**config.mk**
```make
export PLATFORM = sky130hd
export DESIGN_NAME = xlc_scanner
export DESIGN_NICKNAME = d
export VERILOG_FILES = /design/src/hdl/xlc_pkg.sv /design/src/hdl/xlc_scanner.sv
export SDC_FILE = /design/constraint.sdc
export NUM_CORES = 1
export LEC_CHECK = 0
export BUFFER_PORTS_ARGS = -buffer_cell sky130_fd_sc_hd__clkbuf_2
export CORE_MARGIN = 2
export CORE_UTILIZATION = 50
export CTS_CLUSTER_SIZE = 8
export DETAILED_ROUTE_END_ITERATION = 12
export GPL_TIMING_DRIVEN = 0
export MAX_ROUTING_LAYER = met4
export PLACE_DENSITY = 0.69
export SLEW_MARGIN = 15
export SYNTH_ARGS = -nofsm -noshare
export SYNTH_HDL_FRONTEND = slang
export SYNTH_SLANG_ARGS = --single-unit
```
**constraint.sdc**
```tcl
create_clock -name aclk -period 10.8 [get_ports aclk]
set_clock_uncertainty 0.05 [all_clocks]
set_input_delay 0.54 -clock aclk [delete_from_list [all_inputs] [get_ports aclk]]
set_output_delay 0.54 -clock aclk [all_outputs]
set_load 0.02 [all_outputs]
```
**src/hdl/xlc_pkg.sv**
```systemverilog
package xlc_pkg;

    // scanner modes
    typedef enum logic [3:0] {
        M_NORMAL  = 4'd0,
        M_LT      = 4'd1,
        M_BANG    = 4'd2,
        M_PCOM    = 4'd3,
        M_PCDATA  = 4'd4,
        M_PDOCT   = 4'd5,
        M_COMMENT = 4'd6,
        M_CDATA   = 4'd7,
        M_PI      = 4'd8,
        M_DOCTYPE = 4'd9,
        M_ENTITY  = 4'd10
    } scan_mode_t;

    // reference kinds being matched after '&'
    typedef enum logic [2:0] {
        E_NONE = 3'd0,
        E_AMP  = 3'd1,
        E_APOS = 3'd2,
        E_LT   = 3'd3,
        E_GT   = 3'd4,
        E_QUOT = 3'd5,
        E_DEC  = 3'd6,
        E_HEX  = 3'd7
    } entity_kind_t;

    localparam logic [1:0] STATUS_CLEAN   = 2'd0;
    localparam logic [1:0] STATUS_COMMENT = 2'd1;
    localparam logic [1:0] STATUS_AMP     = 2'd2;

    localparam int OUT_LINE_W = 20;

    localparam int QUEUE_DEPTH = 4;
    localparam int QUEUE_AW    = $clog2(QUEUE_DEPTH);

    localparam logic [3:0] PREFIX_START = 4'd3;  // "<!" plus first letter seen
    localparam logic [3:0] PREFIX_DONE  = 4'd9;
    localparam logic [2:0] DEC_MAX      = 3'd7;
    localparam logic [2:0] HEX_MAX      = 3'd6;

    localparam logic [7:0] CH_NL      = 8'h0A;
    localparam logic [7:0] CH_BANG    = 8'h21;
    localparam logic [7:0] CH_HASH    = 8'h23;
    localparam logic [7:0] CH_AMP     = 8'h26;
    localparam logic [7:0] CH_DASH    = 8'h2D;
    localparam logic [7:0] CH_SEMI    = 8'h3B;
    localparam logic [7:0] CH_LT      = 8'h3C;
    localparam logic [7:0] CH_GT      = 8'h3E;
    localparam logic [7:0] CH_QMARK   = 8'h3F;
    localparam logic [7:0] CH_UPPER_D = 8'h44;
    localparam logic [7:0] CH_LBRACK  = 8'h5B;
    localparam logic [7:0] CH_RBRACK  = 8'h5D;
    localparam logic [7:0] CH_LOWER_A = 8'h61;
    localparam logic [7:0] CH_LOWER_G = 8'h67;
    localparam logic [7:0] CH_LOWER_L = 8'h6C;
    localparam logic [7:0] CH_LOWER_M = 8'h6D;
    localparam logic [7:0] CH_LOWER_O = 8'h6F;
    localparam logic [7:0] CH_LOWER_P = 8'h70;
    localparam logic [7:0] CH_LOWER_Q = 8'h71;
    localparam logic [7:0] CH_LOWER_S = 8'h73;
    localparam logic [7:0] CH_LOWER_T = 8'h74;
    localparam logic [7:0] CH_LOWER_U = 8'h75;
    localparam logic [7:0] CH_LOWER_X = 8'h78;

    typedef struct packed {
        logic is_nl;
        logic is_lt;
        logic is_gt;
        logic is_amp;
        logic is_bang;
        logic is_qmark;
        logic is_dash;
        logic is_lbrack;
        logic is_rbrack;
        logic is_semi;
        logic is_hash;
        logic is_upper_d;
        logic is_a;
        logic is_l;
        logic is_g;
        logic is_q;
        logic is_p;
        logic is_x;
        logic is_dec;
        logic is_hex;
    } byte_class_t;

    typedef struct packed {
        logic [7:0]  data_byte;
        logic        last_byte;
        byte_class_t cls;
    } queue_item_t;

    // "<![CDATA[" by position
    function automatic logic [7:0] cdata_char(input logic [3:0] p);
        logic [7:0] c;
        case (p)
            4'd0:    c = CH_LT;
            4'd1:    c = CH_BANG;
            4'd2:    c = CH_LBRACK;
            4'd3:    c = 8'h43;
            4'd4:    c = 8'h44;
            4'd5:    c = 8'h41;
            4'd6:    c = 8'h54;
            4'd7:    c = 8'h41;
            4'd8:    c = CH_LBRACK;
            default: c = 8'h00;
        endcase
        return c;
    endfunction

    // "<!DOCTYPE" by position
    function automatic logic [7:0] doct_char(input logic [3:0] p);
        logic [7:0] c;
        case (p)
            4'd0:    c = CH_LT;
            4'd1:    c = CH_BANG;
            4'd2:    c = CH_UPPER_D;
            4'd3:    c = 8'h4F;
            4'd4:    c = 8'h43;
            4'd5:    c = 8'h54;
            4'd6:    c = 8'h59;
            4'd7:    c = 8'h50;
            4'd8:    c = 8'h45;
            default: c = 8'h00;
        endcase
        return c;
    endfunction

    function automatic logic [7:0] ent_char(input entity_kind_t k, input logic [1:0] p);
        logic [7:0] c;
        c = 8'h00;
        case (k)
            E_AMP: begin
                case (p)
                    2'd0:    c = CH_LOWER_A;
                    2'd1:    c = CH_LOWER_M;
                    2'd2:    c = CH_LOWER_P;
                    default: c = 8'h00;
                endcase
            end
            E_APOS: begin
                case (p)
                    2'd0:    c = CH_LOWER_A;
                    2'd1:    c = CH_LOWER_P;
                    2'd2:    c = CH_LOWER_O;
                    default: c = CH_LOWER_S;
                endcase
            end
            E_LT: begin
                case (p)
                    2'd0:    c = CH_LOWER_L;
                    2'd1:    c = CH_LOWER_T;
                    default: c = 8'h00;
                endcase
            end
            E_GT: begin
                case (p)
                    2'd0:    c = CH_LOWER_G;
                    2'd1:    c = CH_LOWER_T;
                    default: c = 8'h00;
                endcase
            end
            E_QUOT: begin
                case (p)
                    2'd0:    c = CH_LOWER_Q;
                    2'd1:    c = CH_LOWER_U;
                    2'd2:    c = CH_LOWER_O;
                    default: c = CH_LOWER_T;
                endcase
            end
            default: c = 8'h00;
        endcase
        return c;
    endfunction

    function automatic logic [2:0] ent_len(input entity_kind_t k);
        logic [2:0] n;
        case (k)
            E_AMP:   n = 3'd3;
            E_APOS:  n = 3'd4;
            E_LT:    n = 3'd2;
            E_GT:    n = 3'd2;
            E_QUOT:  n = 3'd4;
            default: n = 3'd0;
        endcase
        return n;
    endfunction

endpackage

```
**src/hdl/xlc_scanner.sv**
```systemverilog
module xlc_scanner #(
    parameter int LINE_WIDTH    = 20,
    parameter int BRACKET_WIDTH = 8
) (
    input  logic                 aclk,
    input  logic                 aresetn,
    input  logic                 q_valid,
    input  xlc_pkg::queue_item_t q_item,
    output logic                 q_pop,
    output logic                 m_tvalid,
    input  logic                 m_tready,
    output logic [23:0]          m_tdata    // [1:0] status, [21:2] line_number
);
    import xlc_pkg::*;

    localparam logic signed [BRACKET_WIDTH-1:0] DEPTH_MAX =
        {1'b0, {(BRACKET_WIDTH-1){1'b1}}};
    localparam logic signed [BRACKET_WIDTH-1:0] DEPTH_MIN =
        {1'b1, {(BRACKET_WIDTH-1){1'b0}}};
    localparam logic [LINE_WIDTH-1:0] LINE_ONE = LINE_WIDTH'(1);

    scan_mode_t                       mode_reg, mode_next;
    logic [3:0]                       prefix_reg, prefix_next;
    logic [1:0]                       dash_reg, dash_next;
    logic [1:0]                       close_reg, close_next;
    logic signed [BRACKET_WIDTH-1:0]  depth_reg, depth_next;
    logic [LINE_WIDTH-1:0]            line_reg, line_next;
    logic [LINE_WIDTH-1:0]            saved_reg, saved_next;
    entity_kind_t                     ekind_reg, ekind_next;
    logic [2:0]                       eprog_reg, eprog_next;
    logic                             err_reg;

    logic                             m_valid_reg, m_valid_next;
    logic [1:0]                       m_status_reg, m_status_next;
    logic [OUT_LINE_W-1:0]            m_line_reg, m_line_next;

    logic                             again;
    logic [1:0]                       scan_status;
    logic [LINE_WIDTH-1:0]            scan_line;
    logic                             result_valid;
    logic [1:0]                       result_status;
    logic [LINE_WIDTH-1:0]            result_line;
    logic [31:0]                      result_line_wide;
    logic [7:0]                       b;
    byte_class_t                      c;
    logic [7:0]                       lit_c;

    assign b     = q_item.data_byte;
    assign c     = q_item.cls;
    assign q_pop = q_valid && (!m_valid_reg || m_tready);

    // next scanner state for the byte at the queue head
    always_comb begin
        mode_next   = mode_reg;
        prefix_next = prefix_reg;
        dash_next   = dash_reg;
        close_next  = close_reg;
        depth_next  = depth_reg;
        line_next   = line_reg;
        saved_next  = saved_reg;
        ekind_next  = ekind_reg;
        eprog_next  = eprog_reg;
        again       = 1'b0;
        scan_status = STATUS_CLEAN;
        scan_line   = line_reg;
        lit_c       = (mode_reg == M_PCDATA) ? cdata_char(prefix_reg) : doct_char(prefix_reg);

        unique case (mode_reg)
            M_NORMAL: again = 1'b1;
            M_LT: begin
                if (c.is_qmark) begin
                    mode_next  = M_PI;
                    close_next = 2'd0;
                end else if (c.is_bang) begin
                    mode_next = M_BANG;
                end else begin
                    again = 1'b1;
                end
            end
            M_BANG: begin
                if (c.is_dash) begin
                    mode_next = M_PCOM;
                end else if (c.is_lbrack) begin
                    mode_next   = M_PCDATA;
                    prefix_next = PREFIX_START;
                end else if (c.is_upper_d) begin
                    mode_next   = M_PDOCT;
                    prefix_next = PREFIX_START;
                end else begin
                    again = 1'b1;
                end
            end
            M_PCOM: begin
                if (c.is_dash) begin
                    mode_next = M_COMMENT;
                    dash_next = 2'd0;
                end else begin
                    again = 1'b1;
                end
            end
            M_PCDATA, M_PDOCT: begin
                if ((prefix_reg < PREFIX_DONE) && (lit_c == b)) begin
                    prefix_next = prefix_reg + 4'd1;
                    if (prefix_next == PREFIX_DONE) begin
                        if (mode_reg == M_PCDATA) begin
                            mode_next  = M_CDATA;
                            close_next = 2'd0;
                        end else begin
                            mode_next  = M_DOCTYPE;
                            depth_next = '0;
                        end
                    end
                end else begin
                    again = 1'b1;
                end
            end
            M_COMMENT: begin
                if (dash_reg == 2'd2) begin
                    if (c.is_gt) begin
                        mode_next = M_NORMAL;
                        dash_next = 2'd0;
                    end else begin
                        scan_status = STATUS_COMMENT;
                        scan_line   = line_reg;
                    end
                end else if (c.is_dash) begin
                    dash_next = dash_reg + 2'd1;
                end else begin
                    dash_next = 2'd0;
                end
            end
            M_CDATA: begin
                if (c.is_rbrack) begin
                    if (close_reg < 2'd2) begin
                        close_next = close_reg + 2'd1;
                    end
                end else if (c.is_gt && (close_reg == 2'd2)) begin
                    mode_next  = M_NORMAL;
                    close_next = 2'd0;
                end else begin
                    close_next = 2'd0;
                end
            end
            M_PI: begin
                if (c.is_qmark) begin
                    close_next = 2'd1;
                end else if (c.is_gt && (close_reg == 2'd1)) begin
                    mode_next  = M_NORMAL;
                    close_next = 2'd0;
                end else begin
                    close_next = 2'd0;
                end
            end
            M_DOCTYPE: begin
                if (c.is_lbrack) begin
                    if (depth_reg != DEPTH_MAX) begin
                        depth_next = depth_reg + 1'b1;
                    end
                end else if (c.is_rbrack) begin
                    if (depth_reg != DEPTH_MIN) begin
                        depth_next = depth_reg - 1'b1;
                    end
                end else if (c.is_gt && (depth_reg == '0)) begin
                    mode_next = M_NORMAL;
                end
            end
            M_ENTITY: begin
                unique case (ekind_reg)
                    E_NONE: begin
                        eprog_next = 3'd1;
                        if (c.is_a) begin
                            ekind_next = E_AMP;
                        end else if (c.is_l) begin
                            ekind_next = E_LT;
                        end else if (c.is_g) begin
                            ekind_next = E_GT;
                        end else if (c.is_q) begin
                            ekind_next = E_QUOT;
                        end else if (c.is_hash) begin
                            ekind_next = E_DEC;
                            eprog_next = 3'd0;
                        end else begin
                            scan_status = STATUS_AMP;
                        end
                    end
                    E_DEC: begin
                        if (c.is_dec && (eprog_reg < DEC_MAX)) begin
                            eprog_next = eprog_reg + 3'd1;
                        end else if (c.is_semi && (eprog_reg != 3'd0)) begin
                            mode_next = M_NORMAL;
                        end else if (c.is_x && (eprog_reg == 3'd0)) begin
                            ekind_next = E_HEX;
                        end else begin
                            scan_status = STATUS_AMP;
                        end
                    end
                    E_HEX: begin
                        if (c.is_hex && (eprog_reg < HEX_MAX)) begin
                            eprog_next = eprog_reg + 3'd1;
                        end else if (c.is_semi && (eprog_reg != 3'd0)) begin
                            mode_next = M_NORMAL;
                        end else begin
                            scan_status = STATUS_AMP;
                        end
                    end
                    default: begin
                        if (eprog_reg >= ent_len(ekind_reg)) begin
                            if (c.is_semi) begin
                                mode_next = M_NORMAL;
                            end else begin
                                scan_status = STATUS_AMP;
                            end
                        end else if ((ekind_reg == E_AMP) && (eprog_reg == 3'd1) && c.is_p) begin
                            // "&ap" turns into the apos branch
                            ekind_next = E_APOS;
                            eprog_next = 3'd2;
                        end else if (ent_char(ekind_reg, eprog_reg[1:0]) == b) begin
                            eprog_next = eprog_reg + 3'd1;
                        end else begin
                            scan_status = STATUS_AMP;
                        end
                    end
                endcase
                if (scan_status == STATUS_AMP) begin
                    scan_line = saved_reg;
                end
            end
            default: again = 1'b1;
        endcase

        // plain text or a broken markup prefix: scan this byte as plain text
        if (again) begin
            mode_next = M_NORMAL;
            if (c.is_lt) begin
                mode_next = M_LT;
            end else if (c.is_amp) begin
                mode_next  = M_ENTITY;
                ekind_next = E_NONE;
                eprog_next = 3'd0;
                saved_next = line_reg;
            end
        end

        // text ends inside a reference or right after a comment double dash
        if ((scan_status == STATUS_CLEAN) && q_item.last_byte) begin
            if (mode_next == M_ENTITY) begin
                scan_status = STATUS_AMP;
                scan_line   = saved_next;
            end else if ((mode_next == M_COMMENT) && (dash_next == 2'd2)) begin
                scan_status = STATUS_COMMENT;
                scan_line   = line_reg;
            end
        end

        if (c.is_nl && (line_reg != '1)) begin
            line_next = line_reg + 1'b1;
        end
    end

    // result of the head byte and the output register
    always_comb begin
        result_valid  = 1'b0;
        result_status = scan_status;
        result_line   = scan_line;
        if (!err_reg) begin
            if (scan_status != STATUS_CLEAN) begin
                result_valid = 1'b1;
            end else if (q_item.last_byte) begin
                result_valid = 1'b1;
                result_line  = line_next;
            end
        end
        result_line_wide = 32'(result_line);

        m_valid_next  = m_valid_reg;
        m_status_next = m_status_reg;
        m_line_next   = m_line_reg;
        if (m_tready) begin
            m_valid_next = 1'b0;
        end
        if (q_pop && result_valid) begin
            m_valid_next  = 1'b1;
            m_status_next = result_status;
            m_line_next   = result_line_wide[OUT_LINE_W-1:0];
        end
    end

    always_ff @(posedge aclk) begin
        if (!aresetn) begin
            mode_reg    <= M_NORMAL;
            prefix_reg  <= '0;
            dash_reg    <= '0;
            close_reg   <= '0;
            depth_reg   <= '0;
            line_reg    <= LINE_ONE;
            saved_reg   <= LINE_ONE;
            ekind_reg   <= E_NONE;
            eprog_reg   <= '0;
            err_reg     <= 1'b0;
            m_valid_reg <= 1'b0;
        end else begin
            m_valid_reg <= m_valid_next;
            if (q_pop) begin
                if (q_item.last_byte) begin
                    mode_reg   <= M_NORMAL;
                    prefix_reg <= '0;
                    dash_reg   <= '0;
                    close_reg  <= '0;
                    depth_reg  <= '0;
                    line_reg   <= LINE_ONE;
                    saved_reg  <= LINE_ONE;
                    ekind_reg  <= E_NONE;
                    eprog_reg  <= '0;
                    err_reg    <= 1'b0;
                end else if (!err_reg) begin
                    mode_reg   <= mode_next;
                    prefix_reg <= prefix_next;
                    dash_reg   <= dash_next;
                    close_reg  <= close_next;
                    depth_reg  <= depth_next;
                    line_reg   <= line_next;
                    saved_reg  <= saved_next;
                    ekind_reg  <= ekind_next;
                    eprog_reg  <= eprog_next;
                    err_reg    <= (scan_status != STATUS_CLEAN);
                end
            end
        end
    end

    always_ff @(posedge aclk) begin
        m_status_reg <= m_status_next;
        m_line_reg   <= m_line_next;
    end

    assign m_tvalid = m_valid_reg;
    assign m_tdata  = {2'b00, m_line_reg, m_status_reg};

endmodule

```
# After elaboration in Yosys (flattened, before gate mapping)
# Memory sizes are Yosys's and may differ from the RTL's. A register that Yosys moved wholly into a read port is not among the register bits.
# Index checks and enable logic that the tools add are counted.
word_totals:
  register_bits: 90
  rom_bits: 224
  output_inout_bits: 26
  mem_bits_rw: 0
  latch_bits: 0
  n_memories: 2
  input_bits: 33
op_classes:
  eq_ne: 45
  n_div: 0
  order_cmp: 5
  add_sub_neg: 7
  mul: 0
  n_reduce_logical: 37
  muxes: 169
  n_shift: 0
  n_bitwise: 0
memory_table:
  columns: ["memory", "depth", "word_bits", "read_ports", "rd_clocked_by_memory_dff", "write_ports", "line_no", "text"]
  rows:
  - ["(no name shown)", 16, 7, 1, 1, 0, "xlc_pkg.sv:100", "case (p)"]
  - ["(no name shown)", 16, 7, 1, 1, 0, "xlc_pkg.sv:118", "case (p)"]
op_table:
  columns: ["cell", "count"]
  rows:
  - ["$mux W20", 16]
  - ["$mux W4", 38]
  - ["$mux W8", 14]
  - ["$mux W3", 29]
  - ["$mux W2", 32]
  - ["$pmux W8 S5", 1]
  - ["$pmux W4 S9", 1]
  - ["$pmux W5 S3", 2]
  - ["$pmux W7 S2", 2]
  - ["$pmux W3 S3", 3]
  - ["$mux W1", 22]
  - ["$pmux W7 S3", 1]
  - ["$add A20 B1 Y20 const B", 1]
  - ["$eq A4 B3 Y1 const B", 5]
  - ["$eq A4 B4 Y1 const B", 5]
  - ["$ne A20 B20 Y1 const B", 1]
  - ["$ne A4 B4 Y1 const B", 5]
  - ["$ne A3 B3 Y1 const B", 6]
  - ["$eq A8 B8 Y1", 2]
  - ["$ne A8 B8 Y1 const B", 2]
  - ["$pmux W8 S2", 1]
  - ["$logic_and A1 B1 Y1", 15]
  - ["$eq A3 B3 Y1 const B", 4]
  - ["$pmux W4 S3", 1]
  - ["36 further kinds", 54]

# Logic depth before layout (Yosys ltp)
logic_depth:
  ltp_word: 24
  depth_mapped: 15
  ltp_nobuf: 13

# Least setup slack after synthesis
# OpenSTA, ideal clock, no wires.
synth_timing:
  path_kind: "register to register"
  startpoint: "register ekind_reg[0]"
  endpoint: "register m_line_reg[0], enable pin"
  path_stages_with_launch: 11
  slack_ns: 6.227
  setup_time_ns: 0.445
  required_time_ns: 10.305
  synth_period_minus_slack_ns: 4.573
  arrival_ns: 4.078
  cell_sequence: "dfxtp_1 > clkbuf_1 > nand2_1 > o22a_1 > ha_1 > nand2_1 > o21ai_0 > o21ai_0 > nor2_1 > a21oi_4 > a311oi_1"
synth_via:
  elab_chain_cells: 20
  word_cells_on_any_way: 44
  classes_between: "order compare (1); eq/ne (10); mux (23); reduce/logical (10)"
synth_lines:
  columns: ["item", "line_no", "text"]
  rows:
  - ["start, declared", "xlc_scanner.sv:29", "entity_kind_t ekind_reg, ekind_next;"]
  - ["start signal, assigned", "xlc_scanner.sv:323", "ekind_reg <= ekind_next;"]
  - ["parallel branches: the longest is 15 deep, another holds $ge A3 B3 Y1", null, null]
  - ["$mux W2 (*)", "xlc_scanner.sv:245", "if ((scan_status == STATUS_CLEAN) && q_item.last_byte) begin"]
  - ["$reduce_bool A2 Y1 (*)", "xlc_scanner.sv:266", "if (scan_status != STATUS_CLEAN) begin"]
  - ["$mux W1 (*)", "xlc_scanner.sv:266", null]
  - ["$mux W1 (*)", "xlc_scanner.sv:265", "if (!err_reg) begin"]
  - ["$logic_and A1 B1 Y1 (*)", "xlc_scanner.sv:281", "if (q_pop && result_valid) begin"]
  - ["end signal, assigned", "xlc_scanner.sv:333", "m_line_reg <= m_line_next;"]
  - ["end, declared", "xlc_scanner.sv:35", "logic [OUT_LINE_W-1:0] m_line_reg, m_line_next;"]
# Mark *: on every way between the ends. The select of a mux whose other input is x is not followed.
# A chain may end at the register's enable or synchronous reset.

# Worst setup path after layout
layout_timing:
  startpoint: "register ekind_reg[1]"
  endpoint: "register m_line_reg[0] (data pin)"
layout_via:
  elab_chain_cells: 21
  word_cells_on_any_way: 50
  classes_between: "order compare (1); eq/ne (11); mux (29); reduce/logical (9)"
layout_lines:
  columns: ["item", "line_no", "text"]
  rows:
  - ["$eq A3 B3 Y1 (tied with other cells)", "xlc_pkg.sv:136, xlc_pkg.sv:182", null]
  - ["$pmux W8 S5", "xlc_pkg.sv:136", "case (k)"]
  - ["$mux W8", "xlc_scanner.sv:213", "end else if ((ekind_reg == E_AMP) && (eprog_reg == 3'd1) && c.is_p) begin"]
  - ["$mux W8", "xlc_scanner.sv:207", "if (eprog_reg >= ent_len(ekind_reg)) begin"]
  - ["$mux W8", "xlc_scanner.sv:168", "unique case (ekind_reg)"]
  - ["$mux W8", "xlc_scanner.sv:68", "unique case (mode_reg)"]
  - ["$eq A8 B8 Y1", "xlc_scanner.sv:217", "end else if (ent_char(ekind_reg, eprog_reg[1:0]) == b) begin"]
  - ["$mux W2", "xlc_scanner.sv:217", null]
  - ["[6 not listed]", null, null]
  - ["$mux W20", null, null]
  - ["$mux W20", "xlc_scanner.sv:249", "end else if ((mode_next == M_COMMENT) && (dash_next == 2'd2)) begin"]
  - ["$mux W20", "xlc_scanner.sv:246", "if (mode_next == M_ENTITY) begin"]
  - ["$mux W20", "xlc_scanner.sv:245", null]
  - ["$mux W20", "xlc_scanner.sv:268", "end else if (q_item.last_byte) begin"]
  - ["$mux W20", "xlc_scanner.sv:266", null]
  - ["$mux W20 (*)", "xlc_scanner.sv:265", null]
  - ["named net result_line[0]", "xlc_scanner.sv:42", "logic [LINE_WIDTH-1:0] result_line;"]
# Mark *: on every way through the listed nets, which the timed path passes. The rest lies on a longest branch. The select of a mux whose other input is x is not followed.

==> metrics.txt <==
Die Wd=123 µm; minimum clock period=4060 ps; most used flip-flop cell after synthesis=dfxtp_1; clock insertion delay at the later pin of the skew report=360 ps; Chip Height=123 µm; DRC=0; Post-DP HPWL=14400 µm; MaxCap Viol Count=0; status=finished clean; Fmax achieved=246 MHz; fraction of layout cells with a size suffix above 1=0.128; Antenna Nets Post-Route=0; sequential area share after synthesis=0.322; wire per inst=17.7 µm; Final Hold Viols=0; Hold Path Class=primary input to flop; Pwr Total=0.850 mW; Post-synth EDFFs=22; Tot GR Track Use=0.278; row cnt=43; Ports=59; setup TNS=0 ps; Die ar.=15000 µm²; Setup Fix Bufs, Post-CTS=0; most common cell after layout, fill and taps aside=nor2_1; Critical Path Fanout Max=10; Slew @ Worst Pin=1160 ps; 1st-pass router iterations=6; Yosys top cell by area=dfxtp_1; Layout area overhead=11.9%; Slowest Stage Delay on Critical Path=530 ps; Arrival @ worst endpoint=4110 ps; fraction of registers with async set/reset=0; CORE AREA=13800 µm²; PD cells=108 nW/µm²; critical path data required time=10850 ps; Slew HR=0.223; Hold WS=418 ps; H-Tree Depth=3; Clock Pin Slew Worst Setup and Hold Paths=70 ps; filler instances=1279; Overflow after GRT=0; CP Launch Type=flop; Antenna Diode Count=0; Initial DRC Count=964; Leak=2.96 nW; top-area cell type share of the netlist area=0.228; Post-Route WL=19800 µm; crit path capture type=flop; YS warnings=0; Final Cell Area=7870 µm²; Mapped Cells=866; CTS buffer count=9; clock sinks=102; root buffer cell=clkbuf_16; Cells after DPL=1104; hold buffer count at cts=0; port bufs=56; Via-to-Cell Ratio=6.15; Starting Density=0.509; flops & latches, synth=102; Final setup viols=0; Syn Area/Cell=8.12 µm²; Yosys cell types=90; Vias=6883; CP max stage cell=o21ai_0; routability congestion estimate from global placement=0.951; worst slack at placement=6830 ps; pin count of the biggest net entering global routing=19; global-route wire length before repair=31400 µm; worst-path cell chain=clkbuf_1, buf_2, o22a_1, ha_1, nand2_1, o21ai_0, nand3_1, nand2_1, nor2_1, nor4_4, and2_4, buf_6, mux2_4, o221a_1; most frequent CP cell=nand2_1; clk buf depth=2; mapped cell area=7040 µm²; vias in the first global route=5945; most frequent cells in the layout=89 x nor2_1, 80 x dfxtp_1, 76 x a21oi_1; critical path class=flop to flop; largest cells by area after synthesis=dfxtp_1 23%, edfxtp_1 9.4%, a21oi_1 5.4%; Core Util, Final=0.569; CTS tree=yes; RSZ-0062 raised after global routing=false; setup slack after layout=6740 ps; worst vdd ir=68.0 µV; final critical-path share of the clock period=0.376; final slew viol count=0; DP Area=7570 µm²; Final nets=996; initial antenna violation count=0; post_cts resized=0; non-filler cells in the finished layout=1120
-- worst paths after layout --
path | startpoint | endpoint | slack [ps] | cells past startpoint
worst max-delay path | ekind_reg[1] | m_line_reg[0] | 6740 | 14
worst min-delay path | m_tready | m_tvalid | 420 | 4
worst max register to register | ekind_reg[1] | m_line_reg[0] | 6740 | 14
worst min register to register | saved_reg[0] | saved_reg[0] | 440 | 2
-- kinds of logic (layout without fill, tap and decap cells) --
kind of cell | Yosys count | in the layout | synth area share
XOR/XNOR | 21 | 21 | 0.0261
adder cells (fa/ha/maj) | 28 | 28 | 0.0509
AND/OR/NAND/NOR | 342 | 342 | 0.254
flip-flops | 102 | 102 | 0.322
buffers and inverters | 88 | 161 | 0.0580
other | 1 | 2 | 0.000533
AO/OA/AOI/OAI | 252 | 252 | 0.242
multiplexers | 32 | 32 | 0.0471
-- worst max-delay path: cells and delay by family (launching register included) --
family / cells / cell delay [ps]
AND/OR/NAND/NOR: 6 / 1110
AO/OA/AOI/OAI: 3 / 970
buffers and inverters: 3 / 790
flip-flops: 1 / 430
multiplexers: 1 / 300
adder cells (fa/ha/maj): 1 / 140
-- cell type report --
class / instances / area (µm²) / share of cell area
plain buffers: 53 / 277 / 0.0351
inverters: 35 / 131 / 0.0167
repair buffers: 57 / 292 / 0.0370
multi-input cells: 677 / 4390 / 0.557
clock inverters: 6 / 68.8 / 0.00874
clock buffers: 10 / 229 / 0.0291
flip-flops and latches: 102 / 2260 / 0.287
well taps: 180 / 225 / 0.0286
-- Yosys cell counts (all sizes together) (10+ instances only) --
cell    number
nor2        89
dfxtp       80
a21oi       78
nand2       71
o21ai       50
nand3       38
clkbuf      34
inv         34
nor3        34
mux2i       29
ha          27
a22oi       23
edfxtp      22
buf         19
nand2b      16
nand4       13
xor2        13
nor4        12
a21o        11
and2        11
nor2b       11
and3        10
o221a       10
-- power breakdown --
group / internal [mW] / total [mW] / switching (mW)
registers: 0.397 / 0.401 / 0.00410
logic: 0.0371 / 0.112 / 0.0750
clock network: 0.183 / 0.337 / 0.155
-- layer usage --
layer  track usage  share of wire
met2         0.400           0.43
met5             -              0
met4        0.0920          0.022
met1         0.401           0.47
met3        0.0372          0.079
Power figures use the tool's default switching activity.
